[src/rtl/n7s_pkg.sv]
// Shared types, segment codes and the hex segment table for the number formatter.
`default_nettype none

package n7s_pkg;

	// Input item: signed fixed-point value, wanted fraction digits and radix.
	typedef struct packed {
		logic signed [47:0] value;
		logic [2:0]         frac_digits;
		logic [4:0]         radix;
	} num_item_t;

	// Result item: four display positions and the error flag.
	typedef struct packed {
		logic [7:0] seg_pos0;
		logic [7:0] seg_pos1;
		logic [7:0] seg_pos2;
		logic [7:0] seg_pos3;
		logic       overflow_error;
	} seg_item_t;

	// Classified job handed from the front part to the back part.
	typedef struct packed {
		logic        neg;
		logic [47:0] mag;
		logic [2:0]  frac;
		logic [4:0]  radix;
	} job_t;

	localparam logic [7:0] SEG_BLANK   = 8'h00;
	localparam logic [7:0] SEG_MINUS   = 8'h40;
	localparam logic [7:0] SEG_DOT     = 8'h80;
	localparam logic [7:0] SEG_LOWER_R = 8'h50;
	localparam logic [7:0] SEG_E       = 8'h79;

	// Segment pattern of one hex digit.
	function automatic logic [7:0] hex_seg(input logic [3:0] d);
		logic [7:0] s;
		unique case (d)
			4'h0: s = 8'h3F;
			4'h1: s = 8'h06;
			4'h2: s = 8'h5B;
			4'h3: s = 8'h4F;
			4'h4: s = 8'h66;
			4'h5: s = 8'h6D;
			4'h6: s = 8'h7D;
			4'h7: s = 8'h07;
			4'h8: s = 8'h7F;
			4'h9: s = 8'h6F;
			4'hA: s = 8'h77;
			4'hB: s = 8'h7C;
			4'hC: s = 8'h39;
			4'hD: s = 8'h5E;
			4'hE: s = 8'h79;
			default: s = 8'h71;
		endcase
		return s;
	endfunction

endpackage

`default_nettype wire

[src/rtl/number_to_seven_segment_formatter.sv]
// Top level of the seven-segment number formatter: front, queue and back.
//
//   channel   handshake              payload     direction
//   number    num_valid/num_ready    num_item    into the block
//   segments  seg_valid/seg_ready    seg_item    out of the block
//
// The fit test allows DIGIT_COUNT digits (one less if negative), and the radix
// divider retires four quotient bits a cycle. Reset clears all control state;
// the queue holds two jobs so the front keeps accepting while the back works,
// and a result waits in the output register.
`default_nettype none

module number_to_seven_segment_formatter import n7s_pkg::*; #(
	parameter int DIGIT_COUNT = 4
) (
	input  logic      clk,
	input  logic      arst_n,
	input  logic      num_valid,
	output logic      num_ready,
	input  num_item_t num_item,
	output logic      seg_valid,
	input  logic      seg_ready,
	output seg_item_t seg_item
);

	logic fq_valid;
	logic fq_ready;
	job_t fq_job;
	logic qb_valid;
	logic qb_ready;
	job_t qb_job;

	n7s_front u_front (
		.clk       (clk),
		.arst_n    (arst_n),
		.num_valid (num_valid),
		.num_ready (num_ready),
		.num_item  (num_item),
		.job_valid (fq_valid),
		.job_ready (fq_ready),
		.job       (fq_job)
	);

	n7s_queue u_queue (
		.clk        (clk),
		.arst_n     (arst_n),
		.push_valid (fq_valid),
		.push_ready (fq_ready),
		.push_job   (fq_job),
		.pop_valid  (qb_valid),
		.pop_ready  (qb_ready),
		.pop_job    (qb_job)
	);

	n7s_back #(
		.DIGIT_COUNT (DIGIT_COUNT)
	) u_back (
		.clk       (clk),
		.arst_n    (arst_n),
		.job_valid (qb_valid),
		.job_ready (qb_ready),
		.job       (qb_job),
		.seg_valid (seg_valid),
		.seg_ready (seg_ready),
		.seg_item  (seg_item)
	);

`ifndef NO_ASSERTIONS
	// An error result carries the error pattern on positions 0, 1 and 3.
	a_err_pattern: assert property (@(posedge clk) disable iff (!arst_n)
		seg_valid && seg_item.overflow_error |->
			seg_item.seg_pos0 == SEG_E && seg_item.seg_pos1 == SEG_LOWER_R &&
			seg_item.seg_pos3 == SEG_BLANK)
		else $error("error result without error pattern");

	// The rightmost digit is never given the decimal point.
	a_no_dot_right: assert property (@(posedge clk) disable iff (!arst_n)
		seg_valid && !seg_item.overflow_error |-> !seg_item.seg_pos3[7])
		else $error("dot on rightmost position");
`endif

endmodule

`default_nettype wire

[src/rtl/n7s_front.sv]
// Front part: accepts input items, takes sign and magnitude and clamps the radix.
`default_nettype none

module n7s_front import n7s_pkg::*; (
	input  logic      clk,
	input  logic      arst_n,
	input  logic      num_valid,
	output logic      num_ready,
	input  num_item_t num_item,
	output logic      job_valid,
	input  logic      job_ready,
	output job_t      job
);

	logic        job_valid_s1;
	job_t        job_s1;
	job_t        job_c;
	logic [47:0] raw;

	// Classify the incoming item.
	always_comb begin
		raw       = num_item.value;
		job_c.neg = raw[47];
		job_c.mag = raw[47] ? (~raw + 48'd1) : raw;
		job_c.frac = num_item.frac_digits;
		if (num_item.radix < 5'd2) begin
			job_c.radix = 5'd2;
		end else if (num_item.radix > 5'd16) begin
			job_c.radix = 5'd16;
		end else begin
			job_c.radix = num_item.radix;
		end
	end

	assign num_ready = !job_valid_s1 || job_ready;

	// Stage register toward the queue.
	always_ff @(posedge clk or negedge arst_n) begin
		if (!arst_n) begin
			job_valid_s1 <= 1'b0;
		end else if (num_ready) begin
			job_valid_s1 <= num_valid;
		end
	end

	always_ff @(posedge clk) begin
		if (num_valid && num_ready) begin
			job_s1 <= job_c;
		end
	end

	assign job_valid = job_valid_s1;
	assign job       = job_s1;

endmodule

`default_nettype wire

[src/rtl/n7s_queue.sv]
// Two-entry job queue between the front and back parts.
`default_nettype none

module n7s_queue import n7s_pkg::*; (
	input  logic clk,
	input  logic arst_n,
	input  logic push_valid,
	output logic push_ready,
	input  job_t push_job,
	output logic pop_valid,
	input  logic pop_ready,
	output job_t pop_job
);

	job_t       mem_q [2];
	logic       wr_q;
	logic       rd_q;
	logic [1:0] cnt_q;
	logic       push;
	logic       pop;

	assign push_ready = (cnt_q != 2'd2);
	assign pop_valid  = (cnt_q != 2'd0);
	assign pop_job    = mem_q[rd_q];
	assign push       = push_valid && push_ready;
	assign pop        = pop_valid && pop_ready;

	// Pointers and fill count.
	always_ff @(posedge clk or negedge arst_n) begin
		if (!arst_n) begin
			wr_q  <= 1'b0;
			rd_q  <= 1'b0;
			cnt_q <= 2'd0;
		end else begin
			if (push) begin
				wr_q <= ~wr_q;
			end
			if (pop) begin
				rd_q <= ~rd_q;
			end
			if (push && !pop) begin
				cnt_q <= cnt_q + 2'd1;
			end else if (pop && !push) begin
				cnt_q <= cnt_q - 2'd1;
			end
		end
	end

	always_ff @(posedge clk) begin
		if (push) begin
			mem_q[wr_q] <= push_job;
		end
	end

endmodule

`default_nettype wire

[src/rtl/n7s_back.sv]
// Back part: scaling search, digit extraction by radix and the output register.
`default_nettype none

module n7s_back import n7s_pkg::*; #(
	parameter int DIGIT_COUNT = 4
) (
	input  logic      clk,
	input  logic      arst_n,
	input  logic      job_valid,
	output logic      job_ready,
	input  job_t      job,
	output logic      seg_valid,
	input  logic      seg_ready,
	output seg_item_t seg_item
);

	localparam int NW  = 4 * DIGIT_COUNT;
	localparam int TBW = NW + 1;
	localparam int PW  = (NW + 20 > 48) ? NW + 20 : 48;
	localparam int CW  = $clog2(DIGIT_COUNT + 1);
	localparam int PIW = $clog2(DIGIT_COUNT);
	localparam int SW  = $clog2(DIGIT_COUNT);

	typedef enum logic [2:0] {
		ST_IDLE,
		ST_POW,
		ST_SCALE,
		ST_DIV,
		ST_SIGN,
		ST_DONE
	} state_t;

	state_t          state_q;
	logic            neg_q;
	logic [2:0]      frac_q;
	logic [4:0]      rad_q;
	logic [PW-1:0]   p_q;
	logic [TBW-1:0]  tb_q;
	logic [CW-1:0]   cnt_q;
	logic [2:0]      k_q;
	logic [2:0]      fk_q;
	logic            found_q;
	logic            err_q;
	logic [NW-1:0]   num_q;
	logic [3:0]      rem_q;
	logic [SW-1:0]   step_q;
	logic [2:0]      dig_q;
	logic [PIW-1:0]  pos_q;
	logic [7:0]      buf_q [DIGIT_COUNT];
	logic            out_valid_q;
	seg_item_t       out_q;

	logic [PW:0]     rnd;
	logic [PW-16:0]  r;
	logic            fits;
	logic [PW+4:0]   pmul;
	logic [TBW+4:0]  tbmul;
	logic [4:0]      rem;
	logic [3:0]      qb;
	logic [NW-1:0]   num_n;
	logic [7:0]      dseg;
	logic [7:0]      vis [4];
	seg_item_t       built;

	// Rounded scaled value and the fit test against radix^avail.
	always_comb begin
		rnd  = {1'b0, p_q} + (PW+1)'(32768);
		r    = rnd[PW:16];
		fits = (r < (PW-15)'(tb_q));
		pmul  = p_q * rad_q;
		tbmul = tb_q * rad_q;
	end

	// Four restoring division steps by the radix per cycle.
	always_comb begin
		rem = {1'b0, rem_q};
		qb  = 4'd0;
		for (int j = 0; j < 4; j++) begin
			rem = {rem[3:0], num_q[NW-1-j]};
			if (rem >= rad_q) begin
				rem       = rem - rad_q;
				qb[3-j]   = 1'b1;
			end
		end
		num_n = {num_q[NW-5:0], qb};
		dseg  = hex_seg(rem[3:0]);
		if (fk_q != 3'd0 && dig_q == fk_q) begin
			dseg = dseg | SEG_DOT;
		end
	end

	// Visible positions; those past the digit count stay blank.
	for (genvar g = 0; g < 4; g++) begin : g_vis
		if (g < DIGIT_COUNT) begin : g_on
			assign vis[g] = buf_q[g];
		end else begin : g_off
			assign vis[g] = SEG_BLANK;
		end
	end

	always_comb begin
		if (err_q) begin
			built.seg_pos0       = SEG_E;
			built.seg_pos1       = SEG_LOWER_R;
			built.seg_pos2       = SEG_LOWER_R | SEG_DOT;
			built.seg_pos3       = SEG_BLANK;
			built.overflow_error = 1'b1;
		end else begin
			built.seg_pos0       = vis[0];
			built.seg_pos1       = vis[1];
			built.seg_pos2       = vis[2];
			built.seg_pos3       = vis[3];
			built.overflow_error = 1'b0;
		end
	end

	assign job_ready = (state_q == ST_IDLE);
	assign seg_valid = out_valid_q;
	assign seg_item  = out_q;

	// Sequencer with its working registers and the output register.
	always_ff @(posedge clk or negedge arst_n) begin
		if (!arst_n) begin
			state_q     <= ST_IDLE;
			out_valid_q <= 1'b0;
			neg_q       <= 1'b0;
			frac_q      <= 3'd0;
			rad_q       <= 5'd2;
			p_q         <= '0;
			tb_q        <= '0;
			cnt_q       <= '0;
			k_q         <= 3'd0;
			fk_q        <= 3'd0;
			found_q     <= 1'b0;
			err_q       <= 1'b0;
			num_q       <= '0;
			rem_q       <= 4'd0;
			step_q      <= '0;
			dig_q       <= 3'd0;
			pos_q       <= '0;
			out_q       <= '0;
			for (int i = 0; i < DIGIT_COUNT; i++) begin
				buf_q[i] <= SEG_BLANK;
			end
		end else begin
			if (out_valid_q && seg_ready && state_q != ST_DONE) begin
				out_valid_q <= 1'b0;
			end
			unique case (state_q)
				ST_IDLE: begin
					if (job_valid) begin
						neg_q   <= job.neg;
						frac_q  <= job.frac;
						rad_q   <= job.radix;
						p_q     <= PW'(job.mag);
						tb_q    <= TBW'(1);
						cnt_q   <= job.neg ? CW'(DIGIT_COUNT - 1) : CW'(DIGIT_COUNT);
						k_q     <= 3'd0;
						found_q <= 1'b0;
						err_q   <= 1'b0;
						rem_q   <= 4'd0;
						step_q  <= '0;
						dig_q   <= 3'd0;
						pos_q   <= PIW'(DIGIT_COUNT - 1);
						for (int i = 0; i < DIGIT_COUNT; i++) begin
							buf_q[i] <= SEG_BLANK;
						end
						state_q <= ST_POW;
					end
				end
				ST_POW: begin
					if (cnt_q == '0) begin
						state_q <= ST_SCALE;
					end else begin
						tb_q  <= tbmul[TBW-1:0];
						cnt_q <= cnt_q - CW'(1);
					end
				end
				ST_SCALE: begin
					if (fits) begin
						num_q   <= r[NW-1:0];
						fk_q    <= k_q;
						found_q <= 1'b1;
						if (k_q == frac_q) begin
							state_q <= ST_DIV;
						end else begin
							p_q <= pmul[PW-1:0];
							k_q <= k_q + 3'd1;
						end
					end else if (found_q) begin
						state_q <= ST_DIV;
					end else begin
						err_q   <= 1'b1;
						state_q <= ST_DONE;
					end
				end
				ST_DIV: begin
					num_q <= num_n;
					if (step_q == SW'(DIGIT_COUNT - 1)) begin
						buf_q[pos_q] <= dseg;
						pos_q        <= pos_q - PIW'(1);
						dig_q        <= dig_q + 3'd1;
						step_q       <= '0;
						rem_q        <= 4'd0;
						if (num_n == '0) begin
							state_q <= ST_SIGN;
						end
					end else begin
						rem_q  <= rem[3:0];
						step_q <= step_q + SW'(1);
					end
				end
				ST_SIGN: begin
					if (neg_q) begin
						buf_q[pos_q] <= SEG_MINUS;
					end
					state_q <= ST_DONE;
				end
				ST_DONE: begin
					if (!out_valid_q || seg_ready) begin
						out_valid_q <= 1'b1;
						out_q       <= built;
						state_q     <= ST_IDLE;
					end
				end
				default: begin
					state_q <= ST_IDLE;
				end
			endcase
		end
	end

endmodule

`default_nettype wire
[config.mk]
export PLATFORM = sky130hd
export DESIGN_NAME = number_to_seven_segment_formatter
export DESIGN_NICKNAME = d
export VERILOG_FILES = /design/src/rtl/n7s_pkg.sv /design/src/rtl/number_to_seven_segment_formatter.sv /design/src/rtl/n7s_front.sv /design/src/rtl/n7s_queue.sv /design/src/rtl/n7s_back.sv
export SDC_FILE = /design/constraint.sdc
export NUM_CORES = 1
export LEC_CHECK = 0
export ABC_AREA = 1
export ABC_CLOCK_PERIOD_IN_PS = 6300
export BUFFER_PORTS_ARGS = -buffer_cell sky130_fd_sc_hd__buf_4
export CORE_ASPECT_RATIO = 1.2
export CORE_UTILIZATION = 52
export CTS_BUF_LIST = sky130_fd_sc_hd__clkbuf_4
export DETAILED_ROUTE_END_ITERATION = 8
export PLACE_DENSITY = 0.77
export SLEW_MARGIN = 15
export SYNTH_ARGS = -nofsm -noshare
export SYNTH_HDL_FRONTEND = slang
export SYNTH_SLANG_ARGS = --single-unit
[constraint.sdc]
create_clock -name clk -period 6.3 [get_ports clk]
set_input_delay 1.26 -clock clk [delete_from_list [all_inputs] [get_ports clk]]
set_output_delay 1.26 -clock clk [all_outputs]
set_load 0.03 [all_outputs]
# After elaboration in Yosys (flattened, before gate mapping)
# Memory sizes are Yosys's and may differ from the RTL's.
# Cells that the tools add are included.
[op_classes] mul=2 bitwise_logic=7 add_sub_neg=13 n_lt_le_gt_ge=9 muxes=69 eq_ne=22 n_reduce_logical=39
[ops] cell="2-to-1 mux 48 bit" n=3
[ops] cell="2-to-1 mux 32 bit" n=3
[ops] cell="one-hot mux 32 bit (3 select lines)" n=1
[ops] cell="one-hot mux 48 bit (2 select lines)" n=1
[ops] cell="adder 48 x 16 -> 49 bit (second input constant)" n=1
[ops] cell="adder 48 x 1 -> 48 bit (second input constant)" n=1
[ops] cell="multiplier 48 x 5 -> 48 bit" n=1
[ops] cell="NOT 48 bit" n=1
[ops] cell="2-to-1 mux 47 bit" n=1
[ops] cell="2-to-1 mux 3 bit" n=15
[ops] cell="2-to-1 mux 17 bit" n=2
[ops] cell="one-hot mux 17 bit (2 select lines)" n=1
[ops] cell="less-than comparator 33 x 17 -> 1 bit" n=1
[ops] cell="2-to-1 mux 33 bit" n=1
[ops] cell="bitwise mux 32 bit" n=1
[ops] cell="one-hot mux 16 bit (2 select lines)" n=1
[ops] cell="bitwise AND 28 bit" n=1
[ops] cell="NOT 28 bit" n=1
[ops] cell="2-to-1 mux 4 bit" n=6
[ops] cell="greater-or-equal comparator 5 bit" n=4
[ops] cell="one-hot mux 3 bit (2 select lines)" n=3
[ops] cell="one-hot mux 3 bit (6 select lines)" n=1
[ops] cell="multiplier 17 x 5 -> 17 bit" n=1
[ops] cell="demux 8 bit (select 2 bit)" n=1
[ops] cell="40 further kinds" n=108
[totals] input_bits=60 romBits=112 ramBits=114 regBits=243 elab_cells=199 n_memories=2
[mem_list] name="u_queue.mem_q" depth=2 word_bits=57 rd=1 rd_ports_with_merged_regs=0 write_ports=1 line="n7s_queue.sv:15" rtl="job_t mem_q [2];"
[mem_list] name="(name not given)" depth=16 word_bits=7 rd=1 rd_ports_with_merged_regs=0 write_ports=0 line="n7s_pkg.sv:39" rtl="unique case (d)"

# Depth between registers and ports, before layout
# Gate-level depths: netlist of run 1.
# An unclocked memory read counts as a cell.
[depth] word_depth=13 mapped_depth=47 depth_no_buf=43

# Cells and area by module
# From an unflattened synthesis of run 1, not the netlist that was laid out.
[unflattened] hier_cells=3752 area_unflattened_um2=28427.3
[by_module_without_submodules] module="n7s_back" cells_per_inst=2989 n_inst=1 area_per_inst_um2=20517.2
[by_module_without_submodules] module="n7s_queue" cells_per_inst=327 n_inst=1 area_per_inst_um2=4377.9
[by_module_without_submodules] module="n7s_front" cells_per_inst=436 n_inst=1 area_per_inst_um2=3532.1

# Worst setup path before layout of run 1
# OpenSTA, ideal clock, no wires.
[synth_path] path_type="reg-to-reg" startpoint="reg u_back.rad_q[1]" endpoint="reg u_back.buf_q[14] (netlist name)" setup_slack_ps=-288 setup_ps=77 n_path_buf=3 path_stages_with_launch=42 synth_period_minus_slack_ps=6588 arrival_ps=6510 path_cell_list="dfstp_2 > clkbuf_1 > buf_1 > inv_1 > ha_1 > nand2_1 > nand3b_1 > nand2_1 > nor2_1 > a21oi_1 > ha_1 > nand2_1 > nand3b_1 > nand2_1 > nor2_1 > buf_2 > o21ai_0 > ha_1 > [... 6 more ...] > nand2_1 > ha_1 > nand2_1 > nand2_1 > nand3_1 > nand3_1 > nor2_2 > inv_1 > o21ai_0 > inv_1 > ha_1 > nand3_1 > nand2_1 > nand2_1 > nand2_1 > nand2_1 > nand2_1 > a21oi_1"
[synth_between] elab_chain_cells=13 elab_cells_between_ends=17 cone_classes="4 x add/sub; 4 x order compare; 8 x mux; 1 x memory"
[synth_lines] element="start: declaration" line="n7s_back.sv:36" rtl="logic [4:0] rad_q;"
[synth_lines] element="start signal: assignment" line="n7s_back.sv:154" rtl="rad_q <= job.radix;"
[synth_lines] element="subtractor 4 bit or greater-or-equal comparator 5 bit (tied branches)" line="n7s_back.sv:81, n7s_back.sv:80"
[synth_lines] element="2-to-1 mux 4 bit" line="n7s_back.sv:80" rtl="if (rem >= rad_q) begin"
[synth_lines] element="subtractor 4 bit or greater-or-equal comparator 5 bit (tied branches)" line="n7s_back.sv:81, n7s_back.sv:80"
[synth_lines] element="2-to-1 mux 4 bit" line="n7s_back.sv:80"
[synth_lines] element="subtractor 4 bit or greater-or-equal comparator 5 bit (tied branches)" line="n7s_back.sv:81, n7s_back.sv:80"
[synth_lines] element="2-to-1 mux 4 bit" line="n7s_back.sv:80"
[synth_lines] element="greater-or-equal comparator 5 bit or subtractor 4 bit (tied branches)" line="n7s_back.sv:80, n7s_back.sv:81"
[synth_lines] element="2-to-1 mux 4 bit (*)" line="n7s_back.sv:80"
[synth_lines] element="memory (16 x 7 bit) (*)"
[synth_lines] element="2-to-1 mux 8 bit (*)" line="n7s_back.sv:87" rtl="if (fk_q != 3'd0 && dig_q == fk_q) begin"
[synth_lines] element="bitwise mux 32 bit (*)" line="n7s_back.sv:200" rtl="buf_q[pos_q] <= dseg;"
[synth_lines] element="2-to-1 mux 32 bit (*)" line="n7s_back.sv:199" rtl="if (step_q == SW'(DIGIT_COUNT - 1)) begin"
[synth_lines] element="one-hot mux 32 bit (3 select lines) (*)" line="n7s_back.sv:149" rtl="unique case (state_q)"
[synth_lines] element="end signal: indexed assignment" line="n7s_back.sv:200"
[synth_lines] element="end: declaration" line="n7s_back.sv:49" rtl="logic [7:0] buf_q [DIGIT_COUNT];"
# Mark *: on every way between the ends. The rest lies on a longest branch, timed or not. The select of a mux whose other input is x is not followed.
# A chain may end at the register's enable or synchronous reset.

# Worst setup path in the final report of run 1
[layout_path] startpoint="reg u_back.rad_q[1]" endpoint="reg u_back.buf_q[22] (netlist name)"
# The elaborated chain is that of the path after synthesis.

==> results of run 1 <==
metal layers:
| metal | track usage, % | up-vias | wire length [µm] |
|---|---|---|---|
| met2 | 49.6 | 690 | 37000 |
| met3 | 3.63 | 226 | 3400 |
| met1 | 32.0 | 11100 | 27800 |
| li1 | - | 11400 | - |
| met4 | 16.1 | 0 | 3800 |
| met5 | 0 | - | 0 |
per-stage QoR:
step / setup slack, ns / instance area, µm²
finish: 0.552 / 30200
global route: -0.00337 / 30200
CTS: 0.0883 / 30100
detailed placement: 0.102 / 28900
global placement: 0.178 / 28900
floorplan: 0.0541 / 27700
cell type report:
class	instances	area, µm²	area share, %
multi-input combinational	2469	15100	50.1
sequential	357	9800	32.4
inverter	607	2280	7.55
clock buffer	128	961	3.18
timing repair buffer	120	920	3.04
tap	705	882	2.92
clock inverter	39	235	0.779
antenna	3	7.51	0.0249
flip-flops by register name, indices dropped and copies added (netlist names), 4 cells and up:
| name | cells |
|---|---|
| u_back.buf_q | 32 |
| u_back.num_q | 16 |
| u_back.p_q | 48 |
| u_back.rad_q | 5 |
| u_back.rem_q | 4 |
| u_back.seg_item | 33 |
| u_back.tb_q | 17 |
| u_front.job | 57 |
| u_queue.mem_q | 114 |
synth_stat cells (3+ instances only):
library cell,count,area share (%)
a211oi_1,3,0.081
a21o_1,9,0.24
a21oi_1,119,2.2
a22o_1,5,0.16
a31oi_1,7,0.16
buf_1,13,0.18
buf_2,24,0.43
buf_4,8,0.22
buf_6,6,0.24
clkbuf_1,67,0.91
dfrtp_1,185,17
edfxtp_1,171,19
fa_1,173,13
ha_1,124,5.6
inv_1,600,8.1
inv_2,6,0.081
mux2i_1,11,0.40
nand2_1,1048,14
nand2_2,5,0.11
nand3_1,162,2.9
nand3_2,3,0.11
nand3b_1,8,0.22
nand4_1,40,0.90
nor2_1,306,4.2
nor2_2,9,0.20
nor2_4,3,0.12
nor3_1,34,0.61
nor4_1,8,0.18
o211ai_1,5,0.14
o21a_1,3,0.081
o21ai_0,173,3.1
o21ai_1,22,0.40
o21ai_2,5,0.16
o21bai_1,13,0.35
o22a_1,7,0.22
o22ai_1,24,0.54
o31ai_1,10,0.27
or2_2,9,0.20
xnor2_1,37,1.2
xor2_1,70,2.2
cells by family (layout without fill, tap and decap cells):
group                    Yosys count  in the layout  share of synthesized area [%]
adder cells (fa/ha/maj)          297            297                           18.1
multiplexers                      11             11                          0.398
AO/OA/AOI/OAI                    413            413                           8.33
other                              0              3                              0
XOR/XNOR                         107            107                           3.39
flip-flops                       357            357                           35.4
AND/OR/NAND/NOR                 1641           1641                           24.2
buffers and inverters            725            894                           10.2
worst max-delay path, delay by kind of cell, from the launching register on:
kind,cells,cell delay [ns]
simple gates,30,2.90
fa+ha+maj,5,1.26
buf+inv,6,0.69
flops,1,0.53
compound gates,2,0.22
timing repair:
action / 4_1_cts / 5_1_grt
setup buffers: 0 / 3
resized for setup: 0 / 16
setup endpoints to repair: 0 / 28
final timing paths:
check	from	to	slack (ns)
max	u_back.rad_q[1]	u_back.buf_q[22]	0.55
min	u_front.job[22]	u_queue.mem_q[1][22]	0.43
max reg2reg	u_back.rad_q[1]	u_back.buf_q[22]	0.55
min reg2reg	u_front.job[22]	u_queue.mem_q[1][22]	0.43
max in group asynchronous	arst_n	u_back.seg_item[6]	4.74
min in group asynchronous	arst_n	u_back.tb_q[5]	0.46
==> impl_results.md, run 1 <==
* Status: completed
* Remaining Overflow, GRT at 0
* Fin Setup TNS at 0 ns
* Post-DP HPWL at 55.0 mm
* Port Buffers at 94
* Clk slew on worst S/H paths at 0.07 ns
* Syn_nets at 3908
* # Max-Cap Violations at 0
* Vias/cell at 5.28
* GPL Wtd Cong at 0.970
* YS warnings at 0
* Hold buffer count at cts at 0
* DRT antenna net count at 0
* Most common cell after layout, fill and taps aside: nand2_1
* FMAX at 174 MHz
* Post-synth EDFFs at 171
* Max_slew headroom at 33.0%
* Clock Root Buffer: clkbuf_4
* Final nets at 4002
* Flops & latches, synth at 357
* Later-pin clock latency in the skew report at 0.86 ns
* GR Util All Layers at 27.8%
* Syn Inst Count at 3551
* Kind of critical path: reg2reg
* Hold Path Stages at 0
* Largest net degree at the start of global routing at 123
* Fillers at 4910
* Number of cells on the worst reg-to-reg path at 43
* Initial antenna violation count at 2
* Ys async rst share at 52.1%
* Vias in the first global route at 23800
* Worst Path Max Fanout at 10
* Tcrit/Tclk final at 91.2%
* Area growth syn-to-layout at 9.12%
* Post-layout util at 57.4%
* Required time of the critical path at 7.00 ns
* Final wirelength at 72.0 mm
* WHS at 0.429 ns
* Slew Viols, Final at 0
* Maximum root-to-sink buffer count at 3
* Syn Area/Cell at 7.79 µm²
* DRC violations left at 0
* DR vias at 23400
* Chip Width at 213 µm
* Critical path launch point type: flop
* DR pass1 iterations at 6
* Crit-path slowest cell: dfstp_2
* Inst Count DP at 4255
* Core area at 52600 µm²
* Iter 0 DRT Violations at 1543
* Initial Util at 52.6%
* Die area at 54200 µm²
* Num ports at 95
* Critical path arrival at 6.44 ns
* Worst-Margin Slew at 1.00 ns
* Min-Delay Path Class: reg2reg
* Non-Filler Instances at 4428
* Floorplan row count at 92
* Crit end category: flop
* Post-synthesis sequential area ratio at 35.4%
* Crit path time final at 5.75 ns
* Clock skew at 0.0797 ns
* First-pass GRT wire length at 118 mm
* TritonCTS clock tree: yes
* H-tree depth at 3
* Post-Syn Area at 27700 µm²
* Fraction of layout cells with a size suffix above 1 at 8.74%
* Yosys cell types at 52
* Sink Count at 357
* Mean routed wirelength per cell at 16.3 µm
* Top FF cell, synth: dfrtp_1
* Final hold vios at 0
* Critical Path Most Common Cell: nand2_1
* Final setup violation count at 0
* Most frequent cells in the layout: nand2_1, inv_1, nor2_1
* Die Y at 255 µm
* CTS buffer count at 90
* Crit path largest cell delay at 0.53 ns
Power of run 1 is not shown: default switching activity piles up to over one toggle a cycle in this logic, so the estimate is an artifact.
==> inputs of run 2 (changes only) <==
ABC_AREA = unset   (was 1)
==> impl_results.md, run 2 <==
* Chip Width at 205 µm (-3.6%)
* YS warnings at 0 (unchanged)
* Clock skew at 0.0694 ns (-0.0103 ns)
* Post-synthesis mux area share at 3.36% (+3.0 points)
* Yosys cell types at 79 (+52%)
* Core area at 48400 µm² (-7.9%)
* Crit path largest cell delay at 0.55 ns (+0.02 ns)
* Flops & latches, synth at 357 (unchanged)
* Reg-to-reg endpoint: u_back.buf_q[19]
* Crit end category: flop
* Hold buffer count at cts at 0 (unchanged)
* Tcrit/Tclk final at 99.6% (+8.4 points)
* Num ports at 95 (unchanged)
* Min-Delay Path Class: reg2reg
* Syn Area/Cell at 9.82 µm² (+26%)
* Area occupied by registers at 9790 µm² (about the same)
* Die area at 50400 µm² (-7.0%)
* Min-Delay Endpoint: u_queue.mem_q[1][2]
* Mean routed wirelength per cell at 17.8 µm (+9.2%)
* Clock Root Buffer: clkbuf_4
* Unrepaired setup endpoints after global routing: true
* Cell taking the most area after synthesis: edfxtp_1
* Fillers at 4033 (-18%)
* Initial antenna violation count at 2 (unchanged)
* Post-DP HPWL at 44.1 mm (-20%)
* GPL Wtd Cong at 0.867 (-11%)
* Worst r2r src: u_back.rad_q[1]
* Syn Inst Count at 2618 (-26%)
* Most common cell after layout, fill and taps aside: nand2_1
* Largest family of logic cells by synthesized area: adder cells
* Critical path arrival at 7.04 ns (+0.60 ns)
* Floorplan row count at 88 (-4.3%)
* Initial Util at 53.1% (+0.47 points)
* Inst Count DP at 3243 (-24%)
* Number of cells on the worst reg-to-reg path at 29 (-33%)
* Pre-CTS setup slack at -0.271 ns (-0.373 ns)
* Worst-Margin Slew at 1.07 ns (+0.0678 ns)
* Crit-path slowest cell: dfstp_2
* DRT antenna net count at 0 (unchanged)
* Vias/cell at 5.77 (+9.1%)
* Die Y at 246 µm (-3.6%)
* Syn_nets at 2975 (-24%)
* Top cell type's share of synthesized area at 20.0% (+1.4 points)
* Footprint of the multi-input gates at 15100 µm² (about the same)
* Synth top cells by count: nand2_1, inv_1, dfrtp_1
* Area growth syn-to-layout at 12.4%
* Kind of critical path: reg2reg
* Max reg flops at 114 (unchanged)
* DRC violations left at 0 (unchanged)
* Clk slew on worst S/H paths at 0.07 ns (about the same)
* FMAX at 159 MHz (-8.4%)
* Fraction of layout cells with a size suffix above 1 at 15.0% (+6.3 points)
* Required time of the critical path at 7.06 ns (+0.06 ns)
* Post-synth EDFFs at 171 (unchanged)
* GR Util All Layers at 25.3% (-2.5 points)
* H-tree depth at 3 (unchanged)
* Critical path launch point type: flop
* Largest net degree at the start of global routing at 99 (-20%)
* Post-Synth Simple-Gate Area at 17.4% (-6.8 points)
* Final WS setup at 0.0232 ns (-0.528 ns)
* Hold Path Stages at 0 (unchanged)
* Synth Area in Compound Gates at 11.9% (+3.6 points)
* Status: completed
* Top FF cell, synth: dfrtp_1
* Min-delay src: u_front.job[2]
* Synth Area in Adders at 19.5% (+1.4 points)
* Most common cell in the netlist: nand2_1
* Final hold vios at 0 (unchanged)
* Post-synthesis sequential area ratio at 38.1% (+2.7 points)
* Final nets at 3095 (-23%)
* # Max-Cap Violations at 0 (unchanged)
* Slew Viols, Final at 0 (unchanged)
* Post-Syn Area at 25700 µm² (-7.1%)
* Final wirelength at 61.1 mm (-15%)
* XOR/XNOR Fraction of Synth Area at 4.70% (+1.3 points)
* Critical Path Most Common Cell: ha_4
* Non-Filler Instances at 3440 (-22%)
* Ys async rst share at 52.1% (unchanged)
* Biggest register: u_queue.mem_q
* Iter 0 DRT Violations at 1370 (-11%)
* Later-pin clock latency in the skew report at 0.87 ns (about the same)
* Max_slew headroom at 28.5% (-4.5 points)
* Reg2Reg Setup Slack at 0.02 ns (-0.53 ns)
* Synth top area cells: edfxtp_1, dfrtp_1, fa_1
* CTS buffer count at 91 (+1.1%)
* Sink Count at 357 (unchanged)
* First-pass GRT wire length at 103 mm (-13%)
* Crit path time final at 6.28 ns (+0.528 ns)
* Port Buffers at 94 (unchanged)
* Worst Path Max Fanout at 6 (-4)
* Final setup violation count at 0 (unchanged)
* Remaining Overflow, GRT at 0 (unchanged)
* DR vias at 19800 (-15%)
* Maximum root-to-sink buffer count at 3 (unchanged)
* DR pass1 iterations at 6 (unchanged)
* Vias in the first global route at 20800 (-12%)
* Most frequent cells in the layout: nand2_1, inv_1, dfrtp_1
* TritonCTS clock tree: yes
* Post-layout util at 59.6% (+2.2 points)
==> run 2: cell count changes after synthesis, sizes merged, moves of 41 or more <==
cell | before | now
nand2 | 1054 | 407
inv | 606 | 200
nor2 | 318 | 141
and2 | 2 | 128
nand3 | 165 | 62
xnor2 | 37 | 101
o21ai | 200 | 140
mux2i | 11 | 65
clkbuf | 67 | 108
==> run 2: worst max path at each step <==
| stage | start | to | slack (ns) | cells past startpoint |
|---|---|---|---|---|
| after CTS | u_back.rad_q[2] | u_back.buf_q[6] | -0.02 | 29 |
| after floorplan | u_back.rad_q[2] | u_back.buf_q[14] | -0.02 | 31 |
| final | u_back.rad_q[1] | u_back.buf_q[19] | 0.02 | 29 |
| after global placement | u_back.rad_q[1] | u_back.buf_q[8] | -0.004 | 27 |
| after global routing | u_back.rad_q[1] | u_back.buf_q[17] | -0.15 | 30 |
| after detailed placement | u_back.rad_q[1] | u_back.buf_q[24] | -0.27 | 30 |
==> run 2: per-layer routing <==
| metal | part of all wire [%] | GRT usage (%) | vias up |
|---|---|---|---|
| met2 | 50 | 43.8 | 615 |
| met5 | 0 | 0 | - |
| met4 | 3.4 | 11.2 | 0 |
| met1 | 41 | 30.9 | 9776 |
| li1 | - | - | 9286 |
| met3 | 5.3 | 4.21 | 159 |
==> run 2: what timing repair did <==
action | CTS | global route
pin swaps | 18 | 29
gates resized for setup | 16 | 53
buffers inserted | 21 | 11
setup endpoints to repair | 28 | 30
==> run 2: cells by family (layout without fill, tap and decap cells) <==
family | count (synthesis) | count (layout)
mux | 84 | 84
other cells | 0 | 3
flops | 357 | 357
buf+inv | 339 | 528
fa+ha+maj | 297 | 297
xor+xnor | 138 | 138
compound gates | 477 | 477
simple gates | 926 | 926
==> run 2: layout make-up <==
type	instances	share of cell area [%]
diodes	3	0.0260
flip-flops and latches	357	33.9
clock buffers	125	3.25
clock inverters	37	0.701
repair buffers	166	4.44
well taps	630	2.73
inverters	200	2.65
multi-input cells	1922	52.3
==> run 2: per-stage QoR <==
| step | hold WS (ns) | TNS (ns) | cell area, µm² |
|---|---|---|---|
| 2_1_floorplan | 0.421 | -0.0779 | 25900 |
| 3_3_place_gp | 0.422 | -0.0118 | 27100 |
| 3_5_place_dp | 0.431 | -5.08 | 27100 |
| 4_1_cts | 0.407 | -0.0161 | 28500 |
| 5_1_grt | 0.414 | -1.81 | 28900 |
| 6_report | 0.414 | 0 | 28900 |
==> run 2: worst max-delay path, delay by kind of cell, from the launching register on <==
| family | cells | cell delay (ns) |
|---|---|---|
| DFF | 1 | 0.55 |
| muxes | 6 | 1.81 |
| and+or+nand+nor | 4 | 0.60 |
| adders and majority gates | 5 | 1.03 |
| AOI/OAI and AO/OA | 10 | 1.85 |
| buffers and inverters | 4 | 0.32 |
Power of run 2 is left out for the same reason.
